==> config.mk <==
export PLATFORM = sky130hd
export DESIGN_NAME = calendar_date_stepper_core
export DESIGN_NICKNAME = d
export VERILOG_FILES = /design/src/design/cdstep_pkg.sv /design/src/design/calendar_date_stepper_core.sv /design/src/design/cdstep_calc.sv
export SDC_FILE = /design/constraint.sdc
export NUM_CORES = 1
export LEC_CHECK = 0
export ABC_AREA = 1
export BUFFER_PORTS_ARGS = -buffer_cell sky130_fd_sc_hd__buf_4
export CORE_MARGIN = 4
export CORE_UTILIZATION = 35
export DETAILED_ROUTE_END_ITERATION = 8
export GPL_ROUTABILITY_DRIVEN = 1
export SYNTH_ARGS = -nofsm -noshare
export SYNTH_HDL_FRONTEND = slang
export SYNTH_SLANG_ARGS = --single-unit
==> constraint.sdc <==
create_clock -name clk -period 8 [get_ports clk]
set_clock_uncertainty 0.1 [all_clocks]
set_input_delay 0.8 -clock clk [delete_from_list [all_inputs] [get_ports clk]]
set_output_delay 0.8 -clock clk [all_outputs]
set_load 0.005 [all_outputs]
==> src/design/cdstep_pkg.sv <==
// ----------------------------------------------------------------------------
// cdstep_pkg
// shared types, command codes and the month length table for the date stepper
// ----------------------------------------------------------------------------
package cdstep_pkg;

  localparam int YEAR_W  = 7;
  localparam int MONTH_W = 4;
  localparam int DAY_W   = 5;
  localparam int DATA_W  = YEAR_W + MONTH_W + DAY_W;

  localparam logic [YEAR_W-1:0]  YEAR_SPAN = 7'd100;
  localparam logic [YEAR_W-1:0]  YEAR_LAST = 7'd99;
  localparam logic [MONTH_W-1:0] MONTH_JAN = 4'd1;
  localparam logic [MONTH_W-1:0] MONTH_FEB = 4'd2;
  localparam logic [MONTH_W-1:0] MONTH_DEC = 4'd12;
  localparam logic [DAY_W-1:0]   DAY_FIRST = 5'd1;
  localparam logic [DAY_W-1:0]   DAY_DEC_LEN = 5'd31;

  typedef enum logic [1:0] {
    CMD_NEXT_DAY   = 2'd0,
    CMD_PREV_DAY   = 2'd1,
    CMD_NEXT_MONTH = 2'd2,
    CMD_PREV_MONTH = 2'd3
  } cmd_t;

  typedef struct packed {
    logic [DAY_W-1:0]   day;
    logic [MONTH_W-1:0] month;
    logic [YEAR_W-1:0]  year;
  } date_t;

  // month length, february stretched in a leap year; other codes read 31
  function automatic logic [DAY_W-1:0] month_len(input logic [MONTH_W-1:0] month,
                                                 input logic leap);
    logic [DAY_W-1:0] len;
    begin
      unique case (month)
        4'd2:    len = leap ? 5'd29 : 5'd28;
        4'd4,
        4'd6,
        4'd9,
        4'd11:   len = 5'd30;
        default: len = 5'd31;
      endcase
      return len;
    end
  endfunction

endpackage

==> src/design/calendar_date_stepper_core.sv <==
// ----------------------------------------------------------------------------
// calendar_date_stepper_core
// steps a date in 2000..2099 by one day or one month, forward or back
// ----------------------------------------------------------------------------
// usage:
//   input stream s_*: tdata carries year, month and day, tuser the command.
//   output stream m_*: tdata carries the stepped date, tuser the bad-date flag.
//   every accepted input gives exactly one output transfer, in order.
// order: a date passes the input register, then the result register behind the
//   date logic; m_tvalid rises when the result register is loaded, and the
//   output transfer comes once m_tready is high.
// throughput: one date per cycle; the input and result registers advance
//   together whenever the result register is empty or being taken.
// stall: while m_tready is low the result holds; one more date is taken into
//   the input register only if it is empty, then s_tready stays low until the stall ends.
// reset: rst (synchronous, active high) empties both registers; no clearing
//   pass, s_tready is high as soon as reset is released.
// ----------------------------------------------------------------------------
module calendar_date_stepper_core (
  input  logic                          clk,
  input  logic                          rst,
  input  logic                          s_tvalid,
  output logic                          s_tready,
  input  logic [cdstep_pkg::DATA_W-1:0] s_tdata,   // year_in[6:0], month_in[10:7], day_in[15:11]
  input  logic [1:0]                    s_tuser,   // command[1:0]
  output logic                          m_tvalid,
  input  logic                          m_tready,
  output logic [cdstep_pkg::DATA_W-1:0] m_tdata,   // year_out[6:0], month_out[10:7], day_out[15:11]
  output logic                          m_tuser    // bad_date[0]
);
  import cdstep_pkg::*;

  logic  in_valid;
  date_t in_date;
  cmd_t  in_cmd;
  logic  advance;
  date_t calc_date;
  logic  calc_bad;

  // pipeline moves when the result register is free or taken
  assign advance  = !m_tvalid || m_tready;
  assign s_tready = !in_valid || advance;

  // input register
  always_ff @(posedge clk) begin
    if (rst) begin
      in_valid <= 1'b0;
    end else if (s_tready) begin
      in_valid <= s_tvalid;
    end
  end

  always_ff @(posedge clk) begin
    if (s_tvalid && s_tready) begin
      in_date <= date_t'(s_tdata);
      in_cmd  <= cmd_t'(s_tuser);
    end
  end

  cdstep_calc u_calc (
    .cmd      (in_cmd),
    .date_in  (in_date),
    .date_out (calc_date),
    .bad_date (calc_bad)
  );

  // result register
  always_ff @(posedge clk) begin
    if (rst) begin
      m_tvalid <= 1'b0;
    end else if (advance) begin
      m_tvalid <= in_valid;
    end
  end

  always_ff @(posedge clk) begin
    if (advance && in_valid) begin
      m_tdata <= calc_date;
      m_tuser <= calc_bad;
    end
  end

endmodule

==> src/design/cdstep_calc.sv <==
// ----------------------------------------------------------------------------
// cdstep_calc
// combinational date step: range check, day and month stepping, year wrap
// ----------------------------------------------------------------------------
module cdstep_calc (
  input  cdstep_pkg::cmd_t  cmd,
  input  cdstep_pkg::date_t date_in,
  output cdstep_pkg::date_t date_out,
  output logic              bad_date
);
  import cdstep_pkg::*;

  logic [YEAR_W-1:0]  yr;
  logic [YEAR_W-1:0]  yr_inc;
  logic [YEAR_W-1:0]  yr_dec;
  logic               leap;
  logic [DAY_W-1:0]   len;
  logic [MONTH_W-1:0] mo_inc;
  logic [MONTH_W-1:0] mo_dec;

  // reduce year to 0..99, leap test (2000 is a leap year, 2100 out of range)
  assign yr     = (date_in.year >= YEAR_SPAN) ? date_in.year - YEAR_SPAN : date_in.year;
  assign leap   = (yr[1:0] == 2'b00);
  assign yr_inc = (yr == YEAR_LAST) ? '0 : yr + 7'd1;
  assign yr_dec = (yr == '0) ? YEAR_LAST : yr - 7'd1;
  assign len    = month_len(date_in.month, leap);
  assign mo_inc = date_in.month + 4'd1;
  assign mo_dec = date_in.month - 4'd1;

  // range check
  assign bad_date = (date_in.month == '0) || (date_in.month > MONTH_DEC) ||
                    (date_in.day == '0) || (date_in.day > len);

  // step per command; on a bad date month and day pass through, year only reduced
  always_comb begin
    date_out.year  = yr;
    date_out.month = date_in.month;
    date_out.day   = date_in.day;
    if (!bad_date) begin
      unique case (cmd)
        CMD_NEXT_DAY: begin
          if (date_in.day == len) begin
            date_out.day = DAY_FIRST;
            if (date_in.month == MONTH_DEC) begin
              date_out.month = MONTH_JAN;
              date_out.year  = yr_inc;
            end else begin
              date_out.month = mo_inc;
            end
          end else begin
            date_out.day = date_in.day + 5'd1;
          end
        end
        CMD_PREV_DAY: begin
          if (date_in.day == DAY_FIRST) begin
            if (date_in.month == MONTH_JAN) begin
              date_out.month = MONTH_DEC;
              date_out.year  = yr_dec;
              date_out.day   = DAY_DEC_LEN;
            end else begin
              date_out.month = mo_dec;
              date_out.day   = month_len(mo_dec, leap);
            end
          end else begin
            date_out.day = date_in.day - 5'd1;
          end
        end
        CMD_NEXT_MONTH: begin
          if (date_in.month == MONTH_DEC) begin
            date_out.month = MONTH_JAN;
            date_out.year  = yr_inc;
          end else begin
            date_out.month = mo_inc;
          end
        end
        CMD_PREV_MONTH: begin
          if (date_in.month == MONTH_JAN) begin
            date_out.month = MONTH_DEC;
            date_out.year  = yr_dec;
          end else begin
            date_out.month = mo_dec;
          end
        end
        default: ;
      endcase
    end
  end

endmodule

# == Yosys cells after proc, flatten, opt, wreduce, memory -nomap -nowiden ==
# Cells that the tools add are included.
# classes
mux,18
n_lt_le_gt_ge,3
eq_ne,18
n_reduce_logical,16
n_addsub,7
# ops
op,n
one-hot mux 11 bit (4 select lines),1
two-way mux 7 bit,5
one-hot mux 5 bit (2 select lines),3
two-way mux 11 bit,2
"equality test 4 bit, second input constant",5
"equality test 4 x 3 -> 1 bit, second input constant",4
two-way mux 16 bit,1
two-way mux 5 bit,2
two-way mux 9 bit,1
"equality test 4 x 2 -> 1 bit, second input constant",2
two-way mux 4 bit,2
OR reduction 4 bit,2
"adder 7 x 1 -> 7 bit, second input constant",1
"equality test 7 bit, second input constant",1
">= comparator 7 bit, second input constant",1
logical NOT 7 bit,1
"subtractor 7 x 1 -> 7 bit, second input constant",1
"subtractor 7 bit, second input constant",1
"adder 5 x 1 -> 5 bit, second input constant",1
"equality test 5 x 1 -> 1 bit, second input constant",1
equality test 5 bit,1
> comparator 5 bit,1
logical NOT 5 bit,1
logical OR 1 bit,5
other kinds (12),16
# totals
word_cells,70
output_inout_bits,19
in_bits,22
regBits,37

# == Longest topological paths before layout ==
# Gate-level depths: netlist of run 1.
# depth
ltp_word,9
ltp_mapped,17
depth_no_buf,17

# == Modules after synthesis ==
# A second synthesis of run 1 with hierarchy kept.
# unflattened
hier_cells,372
area_unflattened_um2,2916.5
# modules_own_cells
module,cells_per_inst,area_per_inst_um2,seq_area_each_um2,n_inst
cdstep_calc,325,1774.2,0.0,1
calendar_date_stepper_core,47,1142.3,1091.0,1

# == Least setup slack after synthesis of run 1 ==
# OpenSTA, ideal clock, no wires.
# synth_path
path_type,flip-flop to flip-flop
start,register in_date[7] (netlist bit)
end,register m_tdata[5] (netlist bit) (data pin)
setup_time_ns,0.138
path_buffers,0
setup_slack_ns,5.424
arrival_time_ns,2.338
synth_period_minus_slack_ns,2.576
path_stages_with_launch,17
required_ns,7.762
path_cell_list,edfxtp_1 > inv_1 > ha_1 > o21ai_0 > a21oi_1 > a21oi_1 > ha_1 > nand2_1 > nor2_4 > inv_2 > nor2_4 > inv_2 > a22oi_1 > nand3_1 > nand2_1 > nor2_1 > nor2_1
# synth_lines
element,line_no,source
start: declaration,calendar_date_stepper_core.sv:34,date_t in_date;
start signal: assignment,calendar_date_stepper_core.sv:55,in_date <= date_t'(s_tdata);
end signal: assignment,calendar_date_stepper_core.sv:78,m_tdata <= calc_date;
end: declaration,calendar_date_stepper_core.sv:28,"output logic [cdstep_pkg::DATA_W-1:0] m_tdata,"

==> results of run 1 <==
worst reg2reg max path, cell delays in order (launching register included):
cell	delay, ps
edfxtp_1	470
inv_1	230
ha_1	310
o21ai_0	130
a21oi_1	160
a21oi_1	60
ha_1	280
nand2_1	110
a31oi_2	850
inv_2	190
a21oi_1	170
o21ai_1	80
nor2_1	100
nor2_1	50
registers in the layout, indices dropped and copies added (netlist names):
name and flops:
in_date 16, in_cmd 2, m_tuser 1, m_tdata 16, in_valid 1, m_tvalid 1
layout by cell type (no fill, tap or decap), types with 7 or more instances in the layout:
cell / instances
nand2_2: 11
inv_2: 13
o21ai_1: 11
a21oi_1: 16
nand3_1: 29
o21ai_0: 24
nor2_1: 33
buf_4: 41
nand2_1: 64
o211ai_1: 7
nor2_2: 8
edfxtp_1: 35
ha_1: 15
inv_1: 45
routing by layer:
layer	track usage, %	wire length [um]
met2	23.2	3190
met4	4.83	89
met5	0	0
met1	21.8	3400
met3	2.24	447
cell usage after synthesis, drive strengths merged, types with 2 or more instances:
cell type	instances
nand2	82
a31oi	2
a21oi	16
o21ai	36
ha	15
nand4	4
dfxtp	2
edfxtp	35
o221ai	2
a22oi	2
buf	4
nand3	35
xor2	7
o22ai	5
inv	59
nor3	4
nor2	45
o211ai	7
worst paths after layout:
kind | start | to | slack [ps] | cells after the start
setup / recovery | in_date[7] | m_tdata[0] | 4500 | 13
hold / removal | in_valid | m_tvalid | 380 | 2
setup reg to reg | in_date[7] | m_tdata[0] | 4500 | 13
hold reg to reg | in_valid | m_tvalid | 380 | 2
where the power goes:
part           total, mW  internal (mW)  switching [mW]
logic              0.122         0.0470          0.0754
registers          0.239          0.229         0.00981
clock network      0.134         0.0602          0.0736
through the flow:
step                      cell area [um2]  cells
after floorplan                      2930    368
after global placement               3340    510
after detailed placement             3340    510
after global routing                 3430    518
final                                3430    518
after CTS                            3430    518
area by class of cell:
cell class                 instances  area (um2)
fill                             860        4750
multi-input combinational        267        1580
sequential                        37        1090
timing repair buffer              41         308
inverter                          60         228
tap                              105         131
clock buffer                       5        68.8
clock inverter                     3        17.5
logic make-up after synthesis:
| family | share of synthesized area, % |
|---|---|
| AND/OR/NAND/NOR | 30.5 |
| AO/OA/AOI/OAI | 14.8 |
| buffers and inverters | 8.83 |
| flip-flops | 37.2 |
| adder cells (fa/ha/maj) | 6.40 |
| XOR/XNOR | 2.35 |
==> out/qor.txt, run 1 <==
outcome - complete, no violations
worst path required time - 7950 ps
Core Region - 8180 um2
Worst path slowest cell - a31oi_2
Synth area leaders - edfxtp_1, nand2_1, ha_1
routed len/inst - 13.7 um
Worst path top cell family by delay - compound AO/OA/AOI/OAI gates
hold crit path type - flip-flop to flip-flop
leakage power - 1.53 nW
hold slack - 378 ps
final core occ - 41.9%
Startpoint Class - flip-flop
Max Cap Violations - 0
Worst slew margin - 31.8%
Worst path max stage delay - 850 ps
routed vias - 2627
post-CTS setup buffers - 0
Die Width - 99.5 um
synthesis-to-layout area growth - 16.9%
ys async rst share - 0%
area leader, netlist - edfxtp_1
Final min period - 3500 ps
final setup margin - 4500 ps
Post-synth EDFFs - 35
final period utilization - 43.7%
TNS Setup - 0 ps
top_reg_cell synth - edfxtp_1
Tot Pwr - 495 uW
critical-path maximum fanout - 21
Seq/Total Area, Yosys - 37.2%
IO Pins - 41
hold-fix buffers at CTS - 0
YS warnings - 0
routability cong. - 0.921
arrival time worst endpoint - 3450 ps
CTS tree - done
#FFs+latches synth - 37
synthesized area - 2930 um2
first-pass GRT wire length - 12.2 mm
Detail Route Antenna Nets - 0
1st-iter DRT viols - 180
RSZ-0062 raised after global routing - false
Mapped Avg Cell Area - 7.97 um2
Initial Util - 35.9%
Synthesized Nets - 405
setup slack at placement - 4510 ps
drt pass-1 iters - 5
pin count of the biggest net entering global routing - 22
Root Driver - clkbuf_8
Worst-Skew Late Latency - 300 ps
CP Buf/Inv Count - 2
Final Hold Violating Endpoints - 0
final setup vio count - 0
vias per cell - 5.07
DRC Markers - 0
number of global-route vias before repair - 2462
critical setup path kind - flip-flop to flip-flop
Critical Path Sink Type - flip-flop
Row Count - 33
fraction of layout cells with a size suffix above 1 - 25.2%
Reg clk slew, reported paths - 80 ps
total CTS buffers - 5
Synth Instances - 368
post-detail-place hpwl - 5.58 mm
Die Area - 9910 um2
worst slew pin tran - 1020 ps
initial antenna violation count - 0
H-tree level count - 2
overall routing resource usage - 15.1%
drt total wl - 7.12 mm
count of cell types in the netlist - 41
die height - 99.5 um
Port Buf Inserts - 40
Pwr Density - 144 nW/um2
total gr overflow - 0
post_cts resized - 0
Worst IR Drop VDD - 0.0684 mV
n_diodes - 0
Yosys top cell area share - 35.8%
Fmax achieved - 286 MHz
Pins Over Slew Limit - 0
TritonCTS Sinks - 37
CP cell instances - inv_1 -> ha_1 -> o21ai_0 -> a21oi_1 -> a21oi_1 -> ha_1 -> nand2_1 -> a31oi_2 -> inv_2 -> a21oi_1 -> o21ai_1 -> nor2_1 -> nor2_1
CTS max path bufs - 2
Most common cell on crit path - a21oi_1
nets - 449
No activity file was read; power rests on OpenSTA's default activity.
==> inputs of run 2 (changes only) <==
==> constraint.sdc (replaced) <==
create_clock -name clk -period 3.25 [get_ports clk]
set_clock_uncertainty 0.1 [all_clocks]
set_input_delay 0.325 -clock clk [delete_from_list [all_inputs] [get_ports clk]]
set_output_delay 0.325 -clock clk [all_outputs]
set_load 0.005 [all_outputs]
==> run 2 against run 1 <==
  * Die area stayed put
  * Design area is 0.29% higher
  * Hold slack worse by 290 ps
  * Critical endpoint unchanged
  * Register-to-register slack worse by 4200 ps
  * Utilization is 0.12 points higher
  * Global-route usage is 0.95 points lower
==> out/qor.txt, run 2 (synthesized netlist as in run 1, its figures left out) <==
critical-path maximum fanout - 21 (unchanged)
Root Driver - clkbuf_8
outcome - complete, no violations
multi-input logic area - 1590 um2 (+0.16%)
switching share of power - 31.4% (-0.72 points)
arrival time worst endpoint - 2900 ps (-550 ps)
DRC Markers - 0 (unchanged)
final setup margin - 304 ps (-4200 ps)
most frequent cells in the layout - nand2_1, inv_1, buf_4
hold endpoint - m_tvalid
H-tree level count - 2 (unchanged)
Detail Route Antenna Nets - 0 (unchanged)
pin count of the biggest net entering global routing - 22 (unchanged)
TritonCTS Sinks - 37 (unchanged)
CTS max path bufs - 2 (unchanged)
hold depth - 2 (unchanged)
worst path required time - 3200 ps (-4750 ps)
CTS tree - done
FILL cells - 861 (+0.12%)
Worst slew margin - 55.7% (+24 points)
clock power share - 26.4% (-0.6 points)
IO Pins - 41 (unchanged)
die height - 99.5 um (unchanged)
1st-iter DRT viols - 255 (+42%)
Die Width - 99.5 um (unchanged)
Core Region - 8180 um2 (unchanged)
Psw - 379 uW (+140%)
number of global-route vias before repair - 2348 (-4.6%)
FF-to-FF path depth - 14 (+1)
Startpoint Class - flip-flop
RSZ-0062 raised after global routing - false
vias per cell - 4.94 (-2.6%)
routed len/inst - 13.3 um (-3.6%)
routability cong. - 0.894 (-2.9%)
Worst IR Drop VDD - 0.159 mV (+130%)
fraction of layout cells with a size suffix above 1 - 25.6% (+0.42 points)
post-detail-place hpwl - 5.53 mm (-0.86%)
post-CTS setup buffers - 0 (unchanged)
Pins Over Slew Limit - 0 (unchanged)
setup slack at placement - 276 ps (-4240 ps)
Power Internal - 828 uW (+150%)
drt total wl - 6.88 mm (-3.4%)
final period utilization - 90.6% (+47 points)
crit path from - in_date[7]
R2R Setup Slk - 300 ps (-4200 ps)
final setup vio count - 0 (unchanged)
Final min period - 2950 ps (-550 ps)
worst slew pin tran - 664 ps (-356 ps)
critical setup path kind - flip-flop to flip-flop
reg2reg start - in_date[7]
HP Start - rst
Port Buf Inserts - 40 (unchanged)
top flop regs - in_date: 16 flops, m_tdata: 16 flops, in_cmd: 2 flops
power share of the sequential group - 48.7% (+0.5 points)
first-pass GRT wire length - 11.5 mm (-5.6%)
overall routing resource usage - 14.2% (-0.95 points)
Register Area - 1090 um2 (unchanged)
Max Cap Violations - 0 (unchanged)
hold crit path type - primary input to flip-flop
Worst-Skew Late Latency - 290 ps (about the same)
total CTS buffers - 5 (unchanged)
commonest non-fill, non-tap cell in the layout - nand2_1
synthesis-to-layout area growth - 17.2%
Pwr Density - 351 nW/um2 (+140%)
Fmax achieved - 339 MHz (+19%)
Initial Util - 35.9% (unchanged)
Die Area - 9910 um2 (unchanged)
total gr overflow - 0 (unchanged)
Combinational Power Share - 24.9% (+0.2 points)
Critical Path Sink Type - flip-flop
routed vias - 2563 (-2.4%)
TNS Setup - 0 ps (unchanged)
RR Endpoint - m_tdata[0]
leakage power - 1.53 nW (+0.19%)
n_diodes - 0 (unchanged)
drt pass-1 iters - 6 (+1)
Reg clk slew, reported paths - 80 ps (about the same)
initial antenna violation count - 0 (unchanged)
Final Hold Violating Endpoints - 0 (unchanged)
nets - 450 (+0.22%)
Row Count - 33 (unchanged)
## run 2: layer usage
layer,global-route usage [%],wire [um]
met2,23.0,3130
met1,20.0,3420
met4,3.36,65
met5,0,0
met3,1.89,267
## run 2: metrics by stage
| stage | total power, mW | util (%) | instance area [um2] | hold WS (ps) | std cells |
|---|---|---|---|---|---|
| after CTS | 1.22 | 42.0 | 3430 | 81.9 | 519 |
| after floorplan | 0.803 | - | 2930 | 294 | 368 |
| after global routing | 1.28 | 42.0 | 3440 | 90.4 | 519 |
| after global placement | 0.898 | 41.0 | 3350 | 351 | 511 |
| final | 1.21 | 42.0 | 3440 | 89.7 | 519 |
| after detailed placement | 0.899 | 41.0 | 3350 | 360 | 511 |
## run 2: critical path, cell delays in order (launching register included)
cell and delay, ps:
edfxtp_1 500, inv_1 220, ha_2 280, o21ai_0 110, a21oi_1 160, a21oi_1 60, ha_1 280, nand2_1 100
a31oi_2 170, buf_4 250, inv_2 100, a21oi_1 120, o21ai_1 70, nor2_1 110, nor2_1 50
## run 2: layout make-up
type | count | share of cell area (%)
tap | 105 | 3.82
multi-input combinational | 267 | 46.1
clock inverter | 3 | 0.510
inverter | 60 | 6.63
timing repair buffer | 42 | 9.17
sequential | 37 | 31.7
clock buffer | 5 | 2.00
## run 2: power groups by stage
stage	clock, mW	sequential, mW	combinational (mW)
floorplan	0	0.592	0.211
global placement	0	0.597	0.301
detailed placement	0	0.598	0.301
CTS	0.330	0.587	0.302
global route	0.348	0.592	0.340
finish	0.319	0.587	0.301
## run 2: how the worst max path moves through the flow
stage,to,slack [ps],depth (start not counted)
floorplan,m_tdata[5],670,16
global placement,m_tdata[0],380,14
detailed placement,m_tdata[0],280,14
CTS,m_tdata[0],250,14
global route,m_tdata[0],10,14
finish,m_tdata[0],300,14
## run 2: what timing repair did
action,4_1_cts,5_1_grt
hold buffers,0,0
hold endpoints to repair,0,0
endpoints found under the setup margin,0,2
resized for setup,0,1
==> inputs of run 3 (changes only) <==
--- a/config.mk
+++ b/config.mk
@@ -7,7 +7,7 @@
 export LEC_CHECK = 0
 export ABC_AREA = 1
 export BUFFER_PORTS_ARGS = -buffer_cell sky130_fd_sc_hd__buf_4
-export CORE_MARGIN = 4
+export CORE_MARGIN = 1.5
 export CORE_UTILIZATION = 35
 export DETAILED_ROUTE_END_ITERATION = 8
 export GPL_ROUTABILITY_DRIVEN = 1
==> constraint.sdc (replaced) <==
create_clock -name clk -period 3.25 [get_ports clk]
set_clock_uncertainty 0.1 [all_clocks]
set_input_delay 0.1625 -clock clk [delete_from_list [all_inputs] [get_ports clk]]
set_output_delay 0.1625 -clock clk [all_outputs]
set_load 0.005 [all_outputs]
==> run 3 against run 2 <==
  * Sequential share of layout area decreased by 2.0 points
  * Global-route usage grew 2.0 points
  * Fmax fell by 1.7%
  * Die area shrank 9.8%
  * Utilization up 2.8 points
  * Clock power up 34%
  * Largest cell class unchanged
==> out/qor.txt, run 3 (synthesized netlist as in run 1, its figures left out) <==
arrival time worst endpoint - 2950 ps (+50 ps)
Reg clk slew, reported paths - 80 ps (about the same)
post_cts resized - 0 (unchanged)
Final min period - 3000 ps (+49.8 ps)
Die Area - 8940 um2 (-9.8%)
Initial Util - 35.9% (unchanged)
H-tree level count - 2 (unchanged)
most frequent cells in the layout - nand2_1, inv_1, buf_4
drt pass-1 iters - 4 (-2)
final setup vio count - 0 (unchanged)
nets - 470 (+4.4%)
CP cell instances - inv_1 -> ha_1 -> o21ai_0 -> a21oi_1 -> a21oi_1 -> ha_1 -> nand2_1 -> a31oi_2 -> buf_4 -> inv_2 -> a21oi_1 -> o21ai_1 -> nor2_1 -> nor2_1
CTS tree - done
number of global-route vias before repair - 2489 (+6.0%)
Startpoint Class - flip-flop
total gr overflow - 0 (unchanged)
TNS Setup - 0 ps (unchanged)
synthesis-to-layout area growth - 25.0%
Pins Over Slew Limit - 0 (unchanged)
Most common cell on crit path - a21oi_1
routed vias - 2631 (+2.7%)
CTS max path bufs - 2 (unchanged)
switching share of power - 29.1% (-2.3 points)
drt total wl - 6.89 mm (+0.13%)
1st-iter DRT viols - 159 (-38%)
Worst IR Drop VDD - 0.172 mV (+8.4%)
post-CTS setup buffers - 0 (unchanged)
Worst slew margin - 56.0% (+0.31 points)
leakage power - 1.63 nW (+6.5%)
Power Internal - 946 uW (+14%)
clock power share - 31.9% (+5.5 points)
post-detail-place hpwl - 5.46 mm (-1.3%)
RSZ-0062 raised after global routing - false
Pwr Density - 364 nW/um2 (+3.6%)
n_diodes - 0 (unchanged)
initial antenna violation count - 0 (unchanged)
Combinational Power Share - 24.1% (-0.8 points)
Max Cap Violations - 0 (unchanged)
Worst path max stage delay - 500 ps (about the same)
first-pass GRT wire length - 11.4 mm (-1.1%)
Root Driver - clkbuf_8
pin count of the biggest net entering global routing - 19 (-14%)
hold crit path type - primary input to flip-flop
total CTS buffers - 5 (unchanged)
worst slew pin tran - 660 ps (-4.61 ps)
power share of the sequential group - 44.0% (-4.7 points)
top flop regs - in_date: 16 flops, m_tdata: 16 flops, in_cmd: 2 flops
routed len/inst - 12.8 um (-3.6%)
Critical Path Sink Type - flip-flop
Worst path slowest cell - edfxtp_1
overall routing resource usage - 16.2% (+2.0 points)
Worst-Skew Late Latency - 300 ps (about the same)
TritonCTS Sinks - 37 (unchanged)
vias per cell - 4.88 (-1.2%)
Detail Route Antenna Nets - 0 (unchanged)
routability cong. - 0.934 (+4.5%)
Core Region - 8180 um2 (unchanged)
die height - 94.5 um (-5.0%)
final core occ - 44.8% (+2.8 points)
Final Hold Violating Endpoints - 0 (unchanged)
final period utilization - 92.2% (+1.5 points)
DRC Markers - 0 (unchanged)
IO Pins - 41 (unchanged)
commonest non-fill, non-tap cell in the layout - nand2_1
fraction of layout cells with a size suffix above 1 - 24.4% (-1.2 points)
Die Width - 94.5 um (-5.0%)
critical setup path kind - flip-flop to flip-flop
Row Count - 33 (unchanged)
Port Buf Inserts - 40 (unchanged)
hold-fix buffers at CTS - 19 (+19)
Fmax achieved - 334 MHz (-1.7%)
outcome - complete, no violations
Psw - 387 uW (+2.3%)
worst path required time - 3210 ps (about the same)
critical-path maximum fanout - 15 (-29%)
-- run 3: cell types whose count changed in the layout (fill, tap and decap cells not counted), sizes merged --
cell and change:
dlygate4sd3 +19, clkinv -2, buf +1, bufinv +1, clkbuf +1
-- run 3: final cells by class --
| cell class | count | area, um2 |
|---|---|---|
| clock buffer | 6 | 82.6 |
| clock inverter | 2 | 37.5 |
| fill | 829 | 4510 |
| inverter | 60 | 228 |
| multi-input combinational | 267 | 1580 |
| sequential | 37 | 1090 |
| tap | 105 | 131 |
| timing repair buffer | 62 | 513 |
-- run 3: stage by stage --
stage                     setup WS (ps)  hold slack [ps]  power [mW]  cell area (um2)  std cells
final                               254             28.9        1.33             3670        539
after global routing               1.53             64.4        1.41             3670        539
after CTS                           262             23.9        1.34             3670        539
after detailed placement            281              231       0.901             3360        512
after global placement              407              230       0.900             3360        512
after floorplan                     674              132       0.803             2930        368
-- run 3: worst paths after layout --
path | start | to | slack [ps] | depth (start not counted)
max | in_date[7] | m_tdata[0] | 250 | 14
max reg2reg | in_date[7] | m_tdata[0] | 250 | 14
min reg2reg | in_valid | m_tvalid | 380 | 2
min | m_tready | m_tvalid | 30 | 4
-- run 3: power groups by stage --
stage / combinational, mW / clock, mW / sequential (mW)
3_3_place_gp: 0.302 / 0 / 0.597
4_1_cts: 0.321 / 0.435 / 0.587
5_1_grt: 0.361 / 0.454 / 0.591
6_report: 0.321 / 0.426 / 0.587
2_1_floorplan: 0.211 / 0 / 0.592
3_5_place_dp: 0.303 / 0 / 0.598
-- run 3: worst max-delay path, delay by kind of cell (launching register included) --
family                   cells  cell delay (ps)
AO/OA/AOI/OAI                6              730
buffers and inverters        3              560
adder cells (fa/ha/maj)      2              590
flip-flops                   1              500
AND/OR/NAND/NOR              3              260
-- run 3: layer usage --
metal  GRT usage [%]  up-vias  share of wire, %
met1            21.0     1179                47
met4            6.84        0               3.0
li1                -     1362                 -
met3            2.98       16               4.9
met2            26.3       74                45
met5               0        -                 0
